`src/sgc_div_pipe.sv`:
```
// Pipelined restoring divider, a few quotient bits per stage, with sideband.
// Requires num >> Q_W < den. No package dependencies.
`timescale 1ns / 1ps

module sgc_div_pipe #(
   parameter int NUM_W = 27,
   parameter int DEN_W = 11,
   parameter int Q_W   = 18,
   parameter int BPS   = 3,
   parameter int SB_W  = 1
) (
   input  logic             clock,
   input  logic             reset,
   input  logic             en,
   input  logic             in_valid,
   input  logic [NUM_W-1:0] in_num,
   input  logic [DEN_W-1:0] in_den,
   input  logic [SB_W-1:0]  in_sb,
   output logic             out_valid,
   output logic [Q_W-1:0]   out_quo,
   output logic [SB_W-1:0]  out_sb
);

   localparam int STAGES = (Q_W + BPS - 1) / BPS;

   logic [DEN_W-1:0] rem_ff   [STAGES];
   logic [Q_W-1:0]   lo_ff    [STAGES];
   logic [Q_W-1:0]   quo_ff   [STAGES];
   logic [DEN_W-1:0] den_ff   [STAGES];
   logic [SB_W-1:0]  sb_ff    [STAGES];
   logic             valid_ff [STAGES];

   for (genvar s = 0; s < STAGES; s++) begin : g_stage
      logic [DEN_W-1:0] rem_src, den_src, rem_in;
      logic [Q_W-1:0]   lo_src, quo_src, lo_in, quo_in;
      logic [SB_W-1:0]  sb_src;
      logic             v_src;

      if (s == 0) begin : g_first
         assign rem_src = DEN_W'(in_num >> Q_W);
         assign lo_src  = in_num[Q_W-1:0];
         assign quo_src = '0;
         assign den_src = in_den;
         assign sb_src  = in_sb;
         assign v_src   = in_valid;
      end else begin : g_next
         assign rem_src = rem_ff[s-1];
         assign lo_src  = lo_ff[s-1];
         assign quo_src = quo_ff[s-1];
         assign den_src = den_ff[s-1];
         assign sb_src  = sb_ff[s-1];
         assign v_src   = valid_ff[s-1];
      end

      always_comb begin
         logic [DEN_W:0] t;
         rem_in = rem_src;
         lo_in  = lo_src;
         quo_in = quo_src;
         for (int j = 0; j < BPS; j++) begin
            if (s * BPS + j < Q_W) begin
               t     = {rem_in, lo_in[Q_W-1]};
               lo_in = lo_in << 1;
               if (t >= {1'b0, den_src}) begin
                  t      = t - {1'b0, den_src};
                  quo_in = (quo_in << 1) | Q_W'(1);
               end else begin
                  quo_in = quo_in << 1;
               end
               rem_in = t[DEN_W-1:0];
            end
         end
      end

      always_ff @(posedge clock) begin
         if (reset) begin
            valid_ff[s] <= 1'b0;
         end else if (en) begin
            valid_ff[s] <= v_src;
         end
      end

      always_ff @(posedge clock) begin
         if (en) begin
            rem_ff[s] <= rem_in;
            lo_ff[s]  <= lo_in;
            quo_ff[s] <= quo_in;
            den_ff[s] <= den_src;
            sb_ff[s]  <= sb_src;
         end
      end
   end

   assign out_valid = valid_ff[STAGES-1];
   assign out_quo   = quo_ff[STAGES-1];
   assign out_sb    = sb_ff[STAGES-1];

endmodule

```
`config.mk`:
```
export PLATFORM = sky130hd
export DESIGN_NAME = sgc_div_pipe
export DESIGN_NICKNAME = d
export VERILOG_FILES = /design/src/sgc_div_pipe.sv
export SDC_FILE = /design/constraint.sdc
export NUM_CORES = 1
export LEC_CHECK = 0
export BUFFER_PORTS_ARGS = -buffer_cell sky130_fd_sc_hd__buf_2
export CAP_MARGIN = 0
export CORE_ASPECT_RATIO = 1.1
export CORE_MARGIN = 2
export CORE_UTILIZATION = 40
export DETAILED_ROUTE_END_ITERATION = 7
export GPL_TIMING_DRIVEN = 0
export HOLD_SLACK_MARGIN = 0.06
export PLACE_DENSITY = 0.68
export SYNTH_ARGS = -nofsm -noshare
export SYNTH_HDL_FRONTEND = slang
export SYNTH_SLANG_ARGS = --single-unit
```
`constraint.sdc`:
```
create_clock -name clock -period 13.24 [get_ports clock]
set_input_delay 1.324 -clock clock [delete_from_list [all_inputs] [get_ports clock]]
set_output_delay 1.324 -clock clock [all_outputs]
set_load 0.03 [all_outputs]
```
# Word level (Yosys, flattened, before mapping)
# Memories as Yosys holds them, arrays and structs flattened.
# Index checks and enable logic that the tools add are counted.
[totals]
regBits = 0
ramBits = 342
in_bits = 43
out_inout_bits = 20
elab_cells = 96
n_memories = 6
[memory_table]
columns = ["memory", "words", "width", "read_ports", "rd_ports_with_merged_regs", "wr", "line_no", "rtl"]
rows = [
  ["quo_ff", 6, 18, 6, 0, 6, "28", "logic [Q_W-1:0] quo_ff [STAGES];"],
  ["lo_ff", 6, 15, 5, 0, 6, "27", "logic [Q_W-1:0] lo_ff [STAGES];"],
  ["den_ff", 6, 11, 5, 0, 6, "29", "logic [DEN_W-1:0] den_ff [STAGES];"],
  ["rem_ff", 6, 11, 5, 0, 6, "26", "logic [DEN_W-1:0] rem_ff [STAGES];"],
  ["sb_ff", 6, 1, 6, 0, 6, "30", "logic [SB_W-1:0] sb_ff [STAGES];"],
  ["valid_ff", 6, 1, 6, 0, 6, "31", "logic valid_ff [STAGES];"],
]
[classes]
n_addsub = 18
n_lt_le_gt_ge = 18
n_mux = 48
bitwise = 6
[op_table]
columns = ["cell", "n"]
rows = [
  ["greater-or-equal comparator 12 x 11 -> 1 bit", 17],
  ["two-way mux 11 bit", 18],
  ["subtractor 11 bit", 17],
  ["two-way mux 1 bit", 30],
  ["greater-or-equal comparator 10 x 11 -> 1 bit", 1],
  ["subtractor 10 x 11 -> 11 bit", 1],
  ["bitwise OR 1 bit", 6],
]

# Longest topological paths before layout
# Gate-level depths: netlist of the first run.
# An unclocked memory read counts as a cell.
[depth]
depth_word = 7
ltp_mapped = 34
mapped_depth_nobuf = 31

# Worst setup path after synthesis of the first run
# OpenSTA, ideal clock, no wires.
[synth_path]
path_type = "input to register"
start = "input in_den[1]"
end = "memory rem_ff[0][9] (data pin)"
setup_ns = 0.272
arrival_time_ns = 7.233
required_ns = 12.968
slack_ns = 5.735
cell_stages = 30
path_buffers = 3
path_cell_list = "inv_1 ha_1 nor2b_1 o21a_1 o21a_4 o31ai_4 a311o_2 clkbuf_1 nor2_1 a21oi_1 inv_1 ha_1 or2_2 a21o_1 nand2_1 a21oi_1 a311oi_4 o21ai_0 ha_1 nor2b_1 o21ai_0 a21oi_1 nor4b_1 nor2_1 o31a_1 or4b_1 buf_2 buf_6 o211ai_1 o221ai_1"
[synth_rtl]
columns = ["item", "line_no", "rtl"]
rows = [
  ["start, declared", "17", "input logic [DEN_W-1:0] in_den,"],
  ["end, declared", "26", ""],
]

==> results by group, run 1 <==
Timing
  • Fin crit share: 69.52%
  • Final max-slew violation count: 0
  • FMAX: 0.1086 GHz
  • TNS Setup: 0 ps
  • Max-slew headroom: 42.29%
  • Setup-failing EPs final: 0
  • Worst Tran Pin Value: ~870 ps
  • Fin. Hold Viols: 0
  • RSZ-0062 raised after global routing: false
  • Setup Skew: 15.91 ps
  • Crit path time final: slightly above 9000 ps

Run status
  • Status: complete, no violations

Routing
  • DRC violations left: 0
  • WL met3: around 1.2 mm
  • Vias: ~13k
  • Post-Route WL: 38.45 mm
  • DRT iter0 DRCs: ~850
  • M1 wire length: around 17 mm
  • Drt first pass iters: 5
  • Vias per cell: approximately 5.4
  • Post-route ant nets: 0
  • Routed WL per cell: between 15 and 20 um
  • WL met2: around 19 mm
  • Top layer in use: met4

Cells and area
  • Final #Nets: 2,039
  • Diode count: 0
  • Share of cells above drive strength 1: between 10% and 20%
  • Layout area overhead: 11.39%

Global routing
  • Total grt overflow: 0
  • Global-route usage over all layers: between 10% and 20%
  • Vias in the first global route: roughly 13k
  • Largest net degree at the start of global routing: between 100 and 150
  • Initial antenna violation count: 0
  • First-pass GRT wire length: around 63 mm

Clock network
  • H-tree depth: 1
  • CTS buffer count: 26
  • CTS sink count: 230
  • Postcts setup bufs: 0
  • CTS clk-pin slew, worst paths: about 70 ps
  • Clk buf depth: 3
  • # hold bufs at CTS: 0
  • CTS tree: done
  • Post-cts sizing count: 0
  • Clk Latency, worst-skew pair: approximately 540 ps
  • CTS root buffer: clkbuf_16

Logic synthesis
  • Async S/R FF share, synth: 0%
  • Most used DFF post-synth: edfxtp_1
  • FF+latch count, synth: 230
  • Post-synth top area cell: edfxtp_1
  • Yosys warns: 0
  • Post-Synthesis Cells: 1,691
  • Synth Cell Area: around 17,000 um2
  • Synth top area share: 39.64%
  • Syn nets: roughly 1.9k
  • Mapped Avg Cell Area: a little over 10 um2
  • Number of synthesized flops with an enable pin: 230
  • Seq/Total Area, Yosys: 39.64%
  • Library cells used by synthesis: 79
  • Synth top area cells: edfxtp_1 (40%), ha_1 (14%), xnor2_1 (4.0%), inv_1 (3.6%), mux2_2 (3.5%)

Setup path
  • Crit-path max FO: 10
  • Critical setup path kind: register to register
  • Worst Setup Start Kind: register
  • CP max-delay cell: o21ai_0
  • Worst Path Required: 13,520 ps
  • CP Capture Type: register
  • Worst path arrival time: roughly 9500 ps
  • Crit path buffers/inverters: 4
  • Slowest cell delay on critical path: just over 500 ps
  • Most used cell, CP: a21oi_1
  • Top delay family on crit path: compound AO/OA/AOI/OAI gates

Die
  • Core area: approximately 43,000 um2
  • Die Wd: about 200 um
  • Initial Utilization: 40.39%
  • Die Area: between 40,000 and 50,000 um2
  • Die H: ~220 um
  • # IOs: 63
  • Cell Rows: 80

Hold path
  • Worst Hold Class: register to register

Place
  • Final Wtd Congestion: roughly 0.9
  • Buffers on Ports: 62
  • HPWL Detailed: 30.18 mm

Run
  • Max_cap viols: 0
==> registers in the layout, summed over array words and instances, names as in the netlist <==
signal    flops
quo_ff       63
den_ff       55
rem_ff       55
lo_ff        45
sb_ff         6
valid_ff      6
==> metal layers <==
metal  vias to the layer above  GRT usage [%]
li1                       6454              -
met1                      6137          20.93
met2                       236          30.35
met3                        88          1.680
met4                         0          6.522
met5                         -              0
==> path summary, 6_finish.rpt <==
check                           cells past startpoint  slack, ps          from            end
worst max register to register                     31       4040  den_ff[0][0]   rem_ff[1][4]
worst max-delay path                               31       4040  den_ff[0][0]   rem_ff[1][4]
worst min register to register                      0        400  quo_ff[2][7]  quo_ff[3][10]
worst min-delay path                                0        400  quo_ff[2][7]  quo_ff[3][10]
==> metrics by stage <==
step | instances | cell area [um2] | util, % | setup slack (ps) | hold slack [ps]
after global routing | 2376 | 19410 | 44.99 | 3350 | 421.6
final | 2376 | 19410 | 44.99 | 4035 | 404.7
after floorplan | 1691 | 17420 | - | 5735 | 400.3
after global placement | 2327 | 18450 | 42.77 | 4231 | 400.5
after CTS | 2376 | 19410 | 44.99 | 4011 | 404.8
after detailed placement | 2328 | 18490 | 42.86 | 4033 | 404.5
==> cells in the mapped netlist (6+ instances only) <==
master	number
a21o_1	31
a21boi_0	8
nor4_1	6
fa_1	17
o31ai_1	9
inv_1	167
nor2b_1	35
and2_1	13
a21oi_1	117
mux2i_1	36
xnor2_1	79
a211oi_1	9
mux2_4	7
o21a_1	28
and3_1	7
xor2_1	38
nor2_1	113
or2_2	10
nand4_1	31
o22a_1	8
a211o_1	12
nor3_1	34
clkbuf_1	19
nand3_1	19
edfxtp_1	230
ha_1	197
o221ai_1	11
o21ai_0	103
nand2b_1	28
mux2_2	54
nand2_1	82
o211ai_1	9
or3_1	19
a31oi_1	12
==> final cells by class <==
cell class                      count  area (um2)
Fill cell                        4027       23730
Multi-Input combinational cell   1263        9753
Sequential cell                   230        6907
Tap cell                          574       718.2
Clock buffer                       28       679.4
Inverter                          171       641.9
Timing Repair Buffer               63       347.8
Clock inverter                     20       239.0
Buffer                             27       121.4
==> cells in the final DEF (no fill, tap or decap), types with 17 or more instances in the layout <==
cell	Yosys	final
a21o_1	31	31
a21oi_1	117	117
buf_2	4	65
clkbuf_1	19	20
clkbuf_16	0	27
edfxtp_1	230	230
fa_1	17	17
ha_1	197	197
inv_1	167	167
mux2_2	54	54
mux2i_1	36	36
nand2_1	82	82
nand2b_1	28	28
nand3_1	19	19
nand4_1	31	31
nor2_1	113	113
nor2b_1	35	35
nor3_1	34	34
o21a_1	28	28
o21ai_0	103	103
or3_1	19	19
xnor2_1	79	79
xor2_1	38	38
==> kinds of logic after synthesis <==
group           after synthesis  synth area share, %
compound gates              417                15.77
xor+xnor                    117                5.881
fa+ha+maj                   214                16.10
buf+inv                     198                4.381
flops                       230                39.64
mux                          97                6.162
simple gates                418                12.06
==> worst reg2reg max path: cells and delay by family, from the launching register on <==
| family | cells | cell delay [ps] |
|---|---|---|
| compound gates | 18 | 4780 |
| fa+ha+maj | 4 | 1340 |
| buf+inv | 4 | 1330 |
| flops | 1 | 500 |
| mux | 1 | 380 |
| simple gates | 4 | 610 |
Power of run 1 is not shown: default switching activity piles up to over one toggle a cycle in this logic, so the estimate is an artifact.
==> inputs of run 2 (changes only) <==
==> constraint.sdc (replaced) <==
create_clock -name clock -period 9.3 [get_ports clock]
set_input_delay 0.93 -clock clock [delete_from_list [all_inputs] [get_ports clock]]
set_output_delay 0.93 -clock clock [all_outputs]
set_load 0.03 [all_outputs]
==> run 2 against run 1 <==
Effect of this change: die area is the same; cell count is the same; worst setup slack lost 3400 ps; sequential share of layout area is essentially flat; routed wire length is essentially flat; sequential cell count is the same; via count shrank 0.19%; critical path depth shrank 2; count of clock-buffer cells in the layout is the same.
==> results by group, run 2 (synthesis gave the netlist of run 1 again) <==
Cells and area
  • Largest Register: quo_ff
  • Share of cells above drive strength 1: 11.27%
  • Largest registers: quo_ff x63, den_ff x55, rem_ff x55
  • Fill cells: just over 4k
  • Layout area overhead: 11.45%
  • Diode count: 0
  • Final #Nets: just over 2k
  • Most frequent cells in the layout: edfxtp_1 (230), ha_1 (197), inv_1 (167)
  • Final core occ: between 40 and 50%
  • Commonest non-fill, non-tap cell in the layout: edfxtp_1
  • Number of flip-flops in the largest register: 63

Clock network
  • CTS sink count: 230
  • Postcts setup bufs: 0
  • CTS buffer count: 26
  • CTS root buffer: clkbuf_16
  • Clk buf depth: 3
  • Clk Latency, worst-skew pair: 540 ps
  • # hold bufs at CTS: 0
  • CTS tree: done
  • CTS clk-pin slew, worst paths: 70 ps
  • H-tree depth: 1

Global routing
  • Total grt overflow: 0
  • Vias in the first global route: around 13k
  • First-pass GRT wire length: roughly 63 mm
  • Global-route usage over all layers: approximately 17%
  • Initial antenna violation count: 0
  • Largest net degree at the start of global routing: 120

Setup path
  • R2R Setup Slk: just under 600 ps
  • Worst path arrival time: 8960 ps
  • Top delay family on crit path: compound AO/OA/AOI/OAI gates
  • CP max-delay cell: a2111oi_4
  • Slowest cell delay on critical path: around 550 ps
  • Crit path buffers/inverters: 4
  • Most used cell, CP: o21ai_0
  • Worst Path Required: 9550 ps
  • Worst Setup Start Kind: register
  • CP Capture Type: register
  • Critical setup path kind: register to register
  • Crit-path max FO: 10

Routing
  • Post-route ant nets: 0
  • Vias: ~13k
  • DRC violations left: 0
  • DRT iter0 DRCs: between 700 and 800
  • Post-Route WL: 38.47 mm
  • Drt first pass iters: 5
  • Routed WL per cell: about 16 um
  • Vias per cell: 5.425

Die
  • Die Area: approximately 45,000 um2
  • Core area: roughly 43,000 um2
  • Die H: about 220 um
  • Die Wd: between 200 and 250 um
  • Cell Rows: 80
  • Initial Utilization: 40.39%
  • # IOs: 63

Run status
  • Status: complete, no violations

Timing
  • Setup-failing EPs final: 0
  • Worst Tran Pin Value: 880.8 ps
  • Max-slew headroom: 41.28%
  • Fin. Hold Viols: 0
  • Crit path time final: just under 9000 ps
  • Fin crit share: between 90% and 100%
  • Final max-slew violation count: 0
  • RSZ-0062 raised after global routing: false
  • FMAX: ~0.11 GHz
  • TNS Setup: 0 ps
  • Setup Skew: between 15 and 20 ps

Place
  • Buffers on Ports: 62
  • Final Wtd Congestion: about 0.90
  • HPWL Detailed: around 30 mm

Hold path
  • Worst Hold Class: register to register

Run
  • Max_cap viols: 0
## run 2: changes by cell type in the layout (fill, tap and decap cells not counted)
cell	before	now
clkbuf_1	20	18
o21ai_2	1	2
o21ai_0	103	102
clkbuf_2	0	3
buf_1	2	1
a21oi_1	117	116
a21oi_2	0	1
## run 2: layout make-up
class | instances | area [um2] | share of cell area (%)
clock inverter | 20 | 239.0 | 1.231
multi-input combinational | 1263 | 9761 | 50.26
tap | 574 | 718.2 | 3.698
inverter | 171 | 641.9 | 3.305
buffer | 27 | 125.1 | 0.6443
timing repair buffer | 63 | 347.8 | 1.791
clock buffer | 28 | 679.4 | 3.499
sequential | 230 | 6907 | 35.57
## run 2: what timing repair did
item | 4_1_cts | 5_1_grt
endpoints found under the hold margin | 0 | 0
setup endpoints to repair | 0 | 24
gates resized for setup | 0 | 8
## run 2: per-stage QoR
stage                     setup WS [ps]  instances  instance area [um2]  hold slack [ps]
after CTS                         70.62       2376                19410            404.8
final                             588.1       2376                19420            404.5
after detailed placement          93.03       2328                18490            404.5
after global placement            291.4       2327                18450            400.5
after floorplan                    2031       1691                17420            400.3
after global routing              13.20       2376                19420            421.6
## run 2: routing by layer
metal / vias to the layer above / share of wire [%] / global-route usage [%]
met4: 0 / 3.4 / 6.522
met2: 228 / 49 / 30.35
li1: 6457 / - / -
met1: 6122 / 44 / 20.93
met5: - / 0 / 0
met3: 83 / 3.0 / 1.680
## run 2: path summary, 6_finish.rpt
path | start | end | cells after the start
worst min-delay path | quo_ff[2][7] | quo_ff[3][10] | 0
worst max register to register | den_ff[1][0] | rem_ff[2][6] | 29
worst min register to register | quo_ff[2][7] | quo_ff[3][10] | 0
worst max-delay path | den_ff[1][0] | rem_ff[2][6] | 29
## run 2: worst register-to-register path: cells and delay by family, from the launching register on
| family | cells | cell delay, ps |
|---|---|---|
| adders and majority gates | 4 | 1330 |
| and+or+nand+nor | 5 | 1020 |
| muxes | 1 | 430 |
| AOI/OAI and AO/OA | 15 | 3850 |
| DFF | 1 | 470 |
| buffers and inverters | 4 | 1330 |
Power of run 2 is left out for the same reason.
