File: config.mk
export PLATFORM = sky130hd
export DESIGN_NAME = sgc_sqrt_pipe
export DESIGN_NICKNAME = d
export VERILOG_FILES = /design/src/sgc_sqrt_pipe.sv
export SDC_FILE = /design/constraint.sdc
export NUM_CORES = 1
export LEC_CHECK = 0
export ABC_AREA = 0
export BUFFER_PORTS_ARGS = -buffer_cell sky130_fd_sc_hd__buf_4
export CAP_MARGIN = 15
export CORE_MARGIN = 2
export CORE_UTILIZATION = 57
export CTS_CLUSTER_DIAMETER = 150
export DETAILED_ROUTE_END_ITERATION = 10
export GPL_TIMING_DRIVEN = 0
export HOLD_SLACK_MARGIN = 0.02
export PLACE_DENSITY = 0.81
export SLEW_MARGIN = 10
export SYNTH_ARGS = -nofsm -noshare
export SYNTH_HDL_FRONTEND = slang
export SYNTH_SLANG_ARGS = --single-unit
File: constraint.sdc
create_clock -name clock -period 6.6 [get_ports clock]
set_input_delay 1.98 -clock clock [delete_from_list [all_inputs] [get_ports clock]]
set_output_delay 1.98 -clock clock [all_outputs]
set_load 0.03 [all_outputs]
File: src/sgc_sqrt_pipe.sv
// Pipelined digit-by-digit integer square root (floor), a few root bits per stage.
// Carries a sideband word alongside. No package dependencies.
`timescale 1ns / 1ps

module sgc_sqrt_pipe #(
   parameter int X_W  = 34,
   parameter int BPS  = 2,
   parameter int SB_W = 1
) (
   input  logic               clock,
   input  logic               reset,
   input  logic               en,
   input  logic               in_valid,
   input  logic [X_W-1:0]     in_x,
   input  logic [SB_W-1:0]    in_sb,
   output logic               out_valid,
   output logic [X_W/2-1:0]   out_root,
   output logic [SB_W-1:0]    out_sb
);

   localparam int R_W    = X_W / 2;
   localparam int REM_W  = R_W + 3;
   localparam int STAGES = (R_W + BPS - 1) / BPS;

   logic [REM_W-1:0] rem_ff   [STAGES];
   logic [R_W-1:0]   root_ff  [STAGES];
   logic [X_W-1:0]   xs_ff    [STAGES];
   logic [SB_W-1:0]  sb_ff    [STAGES];
   logic             valid_ff [STAGES];

   for (genvar s = 0; s < STAGES; s++) begin : g_stage
      logic [REM_W-1:0] rem_src, rem_in;
      logic [R_W-1:0]   root_src, root_in;
      logic [X_W-1:0]   xs_src, xs_in;
      logic [SB_W-1:0]  sb_src;
      logic             v_src;

      if (s == 0) begin : g_first
         assign rem_src  = '0;
         assign root_src = '0;
         assign xs_src   = in_x;
         assign sb_src   = in_sb;
         assign v_src    = in_valid;
      end else begin : g_next
         assign rem_src  = rem_ff[s-1];
         assign root_src = root_ff[s-1];
         assign xs_src   = xs_ff[s-1];
         assign sb_src   = sb_ff[s-1];
         assign v_src    = valid_ff[s-1];
      end

      always_comb begin
         logic [REM_W-1:0] t, trial;
         rem_in  = rem_src;
         root_in = root_src;
         xs_in   = xs_src;
         for (int j = 0; j < BPS; j++) begin
            if (s * BPS + j < R_W) begin
               t     = {rem_in[REM_W-3:0], xs_in[X_W-1:X_W-2]};
               xs_in = xs_in << 2;
               trial = REM_W'({root_in, 2'b01});
               if (t >= trial) begin
                  rem_in  = t - trial;
                  root_in = (root_in << 1) | R_W'(1);
               end else begin
                  rem_in  = t;
                  root_in = root_in << 1;
               end
            end
         end
      end

      always_ff @(posedge clock) begin
         if (reset) begin
            valid_ff[s] <= 1'b0;
         end else if (en) begin
            valid_ff[s] <= v_src;
         end
      end

      always_ff @(posedge clock) begin
         if (en) begin
            rem_ff[s]  <= rem_in;
            root_ff[s] <= root_in;
            xs_ff[s]   <= xs_in;
            sb_ff[s]   <= sb_src;
         end
      end
   end

   assign out_valid = valid_ff[STAGES-1];
   assign out_root  = root_ff[STAGES-1];
   assign out_sb    = sb_ff[STAGES-1];

endmodule

* Word level (Yosys, flattened, before mapping)
Memories as Yosys holds them, arrays and structs flattened.
Cells that the tools add are included.
** Operators by class
- Multiplexer cells :: 49
- Bitwise gates (word level) :: 9
- $lt $le $gt $ge :: 17
- Add/sub/neg operators :: 17
** Operators by type and width (number)
- $ge 20x19->1 :: 15
- $mux 20 :: 9
- $sub 20x19->20 :: 8
- $mux 18 :: 8
- $sub 18x18->18 :: 7
- $mux 1 :: 32
- $ge 20x3->1 :: 1
- $sub 20x3->20 :: 1
- $or 1x1->1 :: 9
- $sub 2x1->3 const B :: 1
- $ge 2x1->1 const B :: 1
** Storage, ports and cells
- Bits in registers :: 0
- Word-level logic and storage cells :: 97
- Bits in writable memories :: 639
- Memories :: 5
** Memory list
- xs_ff :: depth 9, width 32, rd ports 8, clocked after memory_dff 0, wr ports 9, RTL line 27 : logic [X_W-1:0] xs_ff [STAGES];
- rem_ff :: depth 9, width 20, rd ports 8, clocked after memory_dff 0, wr ports 9, RTL line 25 : logic [REM_W-1:0] rem_ff [STAGES];
- root_ff :: depth 9, width 17, rd ports 9, clocked after memory_dff 0, wr ports 9, RTL line 26 : logic [R_W-1:0] root_ff [STAGES];
- sb_ff :: depth 9, width 1, rd ports 9, clocked after memory_dff 0, wr ports 9, RTL line 28 : logic [SB_W-1:0] sb_ff [STAGES];
- valid_ff :: depth 9, width 1, rd ports 9, clocked after memory_dff 0, wr ports 9, RTL line 29 : logic valid_ff [STAGES];

* Depth between registers and ports, before layout
Gate-level depths: netlist (run 1).
An unclocked memory read counts as a cell.
- Depth in word-level cells :: 5
- Gate-level depth with buffers :: 26

* Least setup slack after synthesis (run 1)
Ideal clock, no wire load.
- Path type :: register -> register
- From :: mem rem_ff[0][111] (netlist bit)
- To :: mem rem_ff[0][135] (netlist bit), data pin
- Library setup time :: 132 ps
- Setup slack :: 1316 ps
- Required time :: 6468 ps
- Data arrival time :: 5152 ps
- Stages on the path, launching flop included :: 24
- Buffers on the path :: 4
- Cells stage by stage :: edfxtp_1 -> ha_1 -> a21oi_1 -> nand3_1 -> a211oi_1 -> nand2_1 -> inv_1 -> clkbuf_1 -> clkbuf_1 -> nand2_1 -> o31ai_1 -> ha_1 -> clkbuf_1 -> nand3_1 -> nor2_1 -> nand3_1 -> or4b_2 -> a32o_1 -> o211ai_1 -> a21oi_1 -> and3_1 -> buf_2 -> or4_1 -> nand2_1
** RTL lines (RTL line)
- start, declared :: 25

==> metrics.md, run 1 <==
| Metric | Value |
|---|---|
| Ys Warns | 0 |
| CTS Sinks | 371 |
| RD Place Congestion | 0.943 |
| Number of enable flip-flop cells after synthesis | 371 |
| Root buf cell | clkbuf_16 |
| Num CTS Buffers | 39 |
| Routed WL | 48.3 mm |
| Most common cell after layout, fill and taps aside | edfxtp_1 |
| Area Growth Syn to Fin | 11.0% |
| Arr. time, crit path | between 6000 and 7000 ps |
| Final-report setup violation count | 0 |
| Simple-gate portion of the synthesized area | 13.6% |
| Hold WS | 413 ps |
| DRT iter0 DRCs | approximately 1200 |
| R2R cell count | 19 |
| Largest net degree at the start of global routing | about 130 |
| Final Max Tran Viols | 0 |
| FILL cells | 3014 |
| DIE WIDTH | 203 um |
| Element type at the critical path end | flop |
| Mux contribution to synthesized area | 2.09% |
| Detail Placement HPWL | 36.4 mm |
| Post-CTS setup buffers | 0 |
| GRT overflow | 0 |
| Largest family of logic cells by synthesized area | compound AO/OA/AOI/OAI gates |
| WS Path Type | flop to flop |
| Period utilisation layout | between 90% and 100% |
| Worst r2r dst | rem_ff[0][141]$_DFFE_PP_ |
| Initial Util | 58.0% |
| Worst r2r src | root_ff[6][8]$_DFFE_PP_ |
| Power per cell area | 356 nW/um^2 |
| RSZ-0062 raised after global routing | no |
| R2R Setup Slk | 350 ps |
| Adder-Cell Fraction of Synth Area | 9.30% |
| Seq/Total Area, Yosys | 49.6% |
| Crit path cell chain | inv_1 -> ha_1 -> nand4_1 -> nor4_2 -> nor3b_1 -> nand3_1 -> clkbuf_1 -> mux2_2 -> ha_1 -> clkbuf_1 -> and3_1 -> nand4_1 -> o31ai_1 -> a21oi_1 -> o2111a_1 -> inv_1 -> buf_2 -> buf_2 -> a21oi_1 |
| Post-Place Worst Slack | -225 ps |
| Startpoint class of the critical path | flop |
| CTS resizes | 1 |
| Rel. slew slack | 35.2% |
| Min-Delay Path Depth | 0 |
| Final net count | 2389 |
| DIE AREA | 41000 um^2 |
| Clock tree buffer depth | 3 |
| PortBufs | 57 |
| Global-route wire length before repair | around 80 mm |
| Max FO, Critical Path | 10 |
| Seq cells post-synth | between 300 and 400 |
| Worst Tran Pin Value | 948 ps |
| Outcome | complete, no violations |
| HP Class | flop to flop |
| Clock skew | about 14 ps |
| Worst path required time | roughly 6900 ps |
| GRT Total Usage | about a quarter |
| Vias per cell | 6.01 |
| Layout cells sized above 1 | 9.31% |
| Synth unique cells | 87 |
| CTS tree | yes |
| Placed inst area | 23600 um^2 |
| CTS clk-pin slew, worst paths | 60 ps |
| Routed wire length per instance | 17.7 um |
| Pre-Repair DR Iteration Count | 5 |
| I/O pin total | 58 |
| Hold_buf cts | 0 |
| H-tree Lvls | 2 |
| Hold path endpoint | xs_ff[0][183]$_DFFE_PP_ |
| Peak supply drop | 0.000229 V |
| Syn_area_per_cell | 10.8 um^2 |
| Highest-count cells in the layout ignoring fill and taps | 371 x edfxtp_1, 174 x nor2_1, 170 x a21oi_1, 167 x ha_1, 141 x inv_1 |
| Post-synth ARST share | 0% |
| Die height | 203 um |
| Post-synthesis compound-gate area fraction | 14.9% |
| Ant diodes | 0 |
| Latest clock arrival within the worst-skew pair | roughly 570 ps |
| Synth Area in XOR/XNOR | under 10% |
| Synth Flop Type | edfxtp_1 |
| Final non-filler cell area | around 25000 um^2 |
| Site row count | 72 |
| Leakage dissipation | approximately 9.8 nW |
| Tmin final | 6250 ps |
| Post-DRT Antenna Nets | 0 |
| Synthesized instance count | 2082 |
| Initial antenna violation count | 0 |
| Post-Syn Area | 22500 um^2 |
| Crit path setup slack, layout | 350 ps |
| Total number of vias | 16400 |
| Max cap viols | 0 |
| Hold path startpoint | xs_ff[0][147]$_DFFE_PP_ |
| Number of global-route vias before repair | 15600 |
| Core area | 38700 um^2 |
| Fmax | 160 MHz |
| CP max stage cell | o31ai_1 |
| DRC Markers | 0 |
| Worst stage delay on the critical path | 540 ps |
| Final Hold Viols | 0 |
==> synthesized netlist by cell type (all sizes together) (17+ instances only) <==
cell | n | area [um^2]
inv | 143 | 537
nor2b | 22 | 138
nor2 | 176 | 666
clkbuf | 27 | 101
and2 | 18 | 115
a211oi | 24 | 180
edfxtp | 371 | 11100
a21o | 42 | 315
buf | 18 | 108
nand2b | 27 | 169
a21oi | 170 | 851
xnor2 | 118 | 1030
o21a | 35 | 263
nand2 | 136 | 510
mux2 | 31 | 349
o211ai | 20 | 164
nand4 | 29 | 188
nand3 | 54 | 280
or3 | 17 | 106
nor3 | 49 | 250
xor2 | 65 | 569
ha | 167 | 2090
nor4 | 21 | 153
o21ai | 90 | 450
==> state kept, by name (all words and copies together) (netlist names) <==
register / cells
root_ff: 89
valid_ff: 9
sb_ff: 9
rem_ff: 136
xs_ff: 128
==> cell families after synthesis <==
group           count (synthesis)
compound gates                517
mux                            43
buf+inv                       189
flops                         371
other cells                     1
fa+ha+maj                     167
simple gates                  611
xor+xnor                      183
==> power by group <==
group          total [mW]  internal (mW)  switching, mW
sequential           3.39           3.14          0.248
combinational        3.35           1.41           1.94
clock                2.13           1.19          0.936
total                8.86           5.74           3.12
==> worst max-delay path: cells and delay by family, from the launching register on <==
kind	cells	cell delay (ps)
compound gates	4	1150
fa+ha+maj	2	670
flops	1	420
simple gates	6	1700
mux	1	440
buf+inv	6	1580
==> through the flow <==
| step | std cells | TNS [ps] | util [%] | total power, mW |
|---|---|---|---|---|
| after global placement | 2658 | -75.3 | 60.8 | 6.59 |
| after detailed placement | 2661 | -2480 | 61.0 | 6.69 |
| after floorplan | 2083 | 0 | - | 5.88 |
| after global routing | 2731 | 0 | 64.4 | 9.40 |
| final | 2731 | 0 | 64.4 | 8.86 |
| after CTS | 2732 | 0 | 64.3 | 8.86 |
==> metal layers <==
layer / global-route usage, % / wire [um] / up-vias
li1: - / - / 7970
met1: 33.5 / 21800 / 7827
met2: 37.8 / 22100 / 529
met3: 3.10 / 2970 / 99
met4: 7.90 / 1350 / 0
met5: 0 / 0 / -
==> worst max-delay path by stage <==
stage	start	endpoint	slack, ps
2_1_floorplan	rem_ff[0][111]$_DFFE_PP_	rem_ff[0][135]$_DFFE_PP_	1320
3_3_place_gp	root_ff[5][11]$_DFFE_PP_	rem_ff[0][125]$_DFFE_PP_	-60
3_5_place_dp	root_ff[5][11]$_DFFE_PP_	rem_ff[0][125]$_DFFE_PP_	-230
4_1_cts	root_ff[5][3]$_DFFE_PP_	rem_ff[0][125]$_DFFE_PP_	110
5_1_grt	root_ff[4][3]$_DFFE_PP_	rem_ff[0][104]$_DFFE_PP_	50
6_report	root_ff[6][8]$_DFFE_PP_	rem_ff[0][141]$_DFFE_PP_	350
==> area by class of cell <==
class	count	area (um^2)	share of cell area (%)
flip-flops and latches	371	11100	44.7
multi-input cells	1523	10600	42.6
clock buffers	47	1010	4.04
well taps	518	648	2.60
inverters	144	541	2.17
repair buffers	60	518	2.08
clock inverters	24	246	0.989
plain buffers	44	208	0.833
Power figures use the tool's default switching activity.
==> inputs of run 2 (changes only) <==
- clock period: 6.6 -> 6.95 ns (I/O delays scaled with it)
==> metrics.md, run 2 (synthesis results as in run 1) <==
| Metric | Value |
|---|---|
| Hold_buf cts | 0 |
| RD Place Congestion | ~0.94 |
| Num CTS Buffers | 39 |
| I/O pin total | 58 |
| Core area | 38700 um^2 |
| Final net count | 2390 |
| Root buf cell | clkbuf_16 |
| PortBufs | 57 |
| Worst Tran Pin Value | slightly below 1000 ps |
| Multi-input logic area | 10600 um^2 |
| Largest register FFs | 136 |
| Ant diodes | 0 |
| CTS tree | yes |
| Final Power | 8.42 mW |
| Clock skew | 15.9 ps |
| FILL cells | 3018 |
| Latest clock arrival within the worst-skew pair | 570 ps |
| Tmin final | 6510 ps |
| Number of global-route vias before repair | 15600 |
| Worst r2r src | root_ff[6][8]$_DFFE_PP_ |
| Die height | 203 um |
| Setup_tns | 0 ps |
| Routed WL | between 40 and 50 mm |
| Outcome | complete, no violations |
| H-tree Lvls | 2 |
| Pre-Repair DR Iteration Count | 5 |
| CTS clk-pin slew, worst paths | 60 ps |
| Clock tree buffer depth | 3 |
| Final-report setup violation count | 0 |
| Peak supply drop | ~0.00022 V |
| GRT Total Usage | 23.6% |
| Storage element area | 11100 um^2 |
| Fmax | 154 MHz |
| Power per cell area | 338 nW/um^2 |
| Largest net degree at the start of global routing | 126 |
| Placed inst area | 23600 um^2 |
| R2R cell count | 19 |
| Worst r2r dst | rem_ff[0][141]$_DFFE_PP_ |
| Top flop regs | rem_ff x136, xs_ff x128, root_ff x89 |
| Initial Util | 58.0% |
| DIE WIDTH | between 200 and 250 um |
| Area Growth Syn to Fin | 10.9% |
| Highest-count cells in the layout ignoring fill and taps | 371 x edfxtp_1, 174 x nor2_1, 170 x a21oi_1, 167 x ha_1, 141 x inv_1 |
| WS Path Type | flop to flop |
| DIE AREA | around 41000 um^2 |
| R2R Setup Slk | 440 ps |
| DRT iter0 DRCs | 1314 |
| Leakage dissipation | approximately 9.8 nW |
| Worst setup startpoint | root_ff[6][8]$_DFFE_PP_ |
| Most flop-heavy register | rem_ff |
| Final Max Tran Viols | 0 |
| Worst Setup EP | rem_ff[0][141]$_DFFE_PP_ |
| RSZ-0062 raised after global routing | no |
| Max FO, Critical Path | 10 |
| Startpoint class of the critical path | flop |
| Global-route wire length before repair | slightly below 80 mm |
| Max cap viols | 0 |
| Worst path required time | 7260 ps |
| Layout cells sized above 1 | 9.03% |
| Element type at the critical path end | flop |
| Arr. time, crit path | 6820 ps |
| Vias per cell | 6.01 |
| Rel. slew slack | between 30 and 40% |
| Post-DRT Antenna Nets | 0 |
| HP Class | flop to flop |
| CTS Sinks | 371 |
| DRC Markers | 0 |
| Site row count | 72 |
| Period utilisation layout | 93.6% |
| Most common cell after layout, fill and taps aside | edfxtp_1 |
| Final Non-Filler Cells | 2732 |
| Post-CTS setup buffers | 0 |
| Final Hold Viols | 0 |
| Detail Placement HPWL | between 30 and 40 mm |
| Initial antenna violation count | 0 |
| Routed wire length per instance | 17.7 um |
| Final non-filler cell area | 24900 um^2 |
| Cells after DPL | about 2700 |
| GRT overflow | 0 |
| Total number of vias | 16400 |
-- run 2: cell count changes in the layout (fill, tap and decap cells not counted) --
| cell | delta |
|---|---|
| clkbuf_1 | +3 |
| clkbuf_2 | -2 |
| nor4_1 | +2 |
| nor4_2 | -2 |
| a211oi_1 | +1 |
| a211oi_2 | -1 |
| o31ai_1 | +1 |
| o31ai_2 | -1 |
-- run 2: worst min-delay path by stage --
stage                             from                 endpoint  slack [ps]  cells after the start
6_report       xs_ff[0][147]$_DFFE_PP_  xs_ff[0][183]$_DFFE_PP_         410                      0
5_1_grt         xs_ff[0][25]$_DFFE_PP_   xs_ff[0][61]$_DFFE_PP_         420                      0
4_1_cts         xs_ff[0][83]$_DFFE_PP_  xs_ff[0][119]$_DFFE_PP_         420                      0
3_5_place_dp   xs_ff[0][121]$_DFFE_PP_  xs_ff[0][157]$_DFFE_PP_         400                      0
3_3_place_gp     xs_ff[0][3]$_DFFE_PP_   xs_ff[0][39]$_DFFE_PP_         400                      0
2_1_floorplan    sb_ff[0][0]$_DFFE_PP_    sb_ff[0][1]$_DFFE_PP_         400                      0
-- run 2: repair_timing --
item,4_1_cts,5_1_grt
endpoints found under the hold margin,0,0
gates resized for setup,0,4
endpoints found under the setup margin,0,23
-- run 2: metal layers --
layer	vias to the layer above	part of all wire [%]	wire length, um	GRT usage (%)
met5	-	0	0	0
met4	0	2.7	1330	7.90
met3	96	6.2	3010	3.10
met2	535	46	22200	37.8
met1	7808	45	21800	33.5
li1	7978	-	-	-
-- run 2: per-stage QoR --
step | utilization [%] | setup WS, ps | hold WS (ps)
global route | 64.3 | 18.2 | 422
floorplan | - | 1670 | 400
CTS | 64.2 | 73.0 | 415
global placement | 60.8 | 291 | 400
finish | 64.3 | 442 | 413
detailed placement | 61.0 | 125 | 405
-- run 2: layout make-up --
| class | instances | share of cell area (%) |
|---|---|---|
| Tap cell | 518 | 2.60 |
| Timing Repair Buffer | 60 | 2.08 |
| Multi-Input combinational cell | 1523 | 42.6 |
| Clock inverter | 24 | 0.990 |
| Buffer | 45 | 0.839 |
| Clock buffer | 47 | 4.04 |
| Sequential cell | 371 | 44.7 |
| Inverter | 144 | 2.17 |
-- run 2: power by group --
group | internal, mW | switching [mW] | total, mW
sequential | 2.98 | 0.233 | 3.21
clock | 1.13 | 0.887 | 2.02
combinational | 1.34 | 1.84 | 3.18
total | 5.45 | 2.96 | 8.42
-- run 2: worst max-delay path: stages, from the launching register on --
cell and delay [ps]:
edfxtp_1 420, inv_1 100, ha_1 390, nand4_1 170, nor4_1 640, nor3b_1 210
nand3_1 440, clkbuf_1 530, mux2_2 440, ha_1 280, clkbuf_1 260, and3_1 270
nand4_1 170, o31ai_1 560, a21oi_1 170, o2111a_1 340, inv_1 100, buf_2 280
buf_2 320, a21oi_1 120
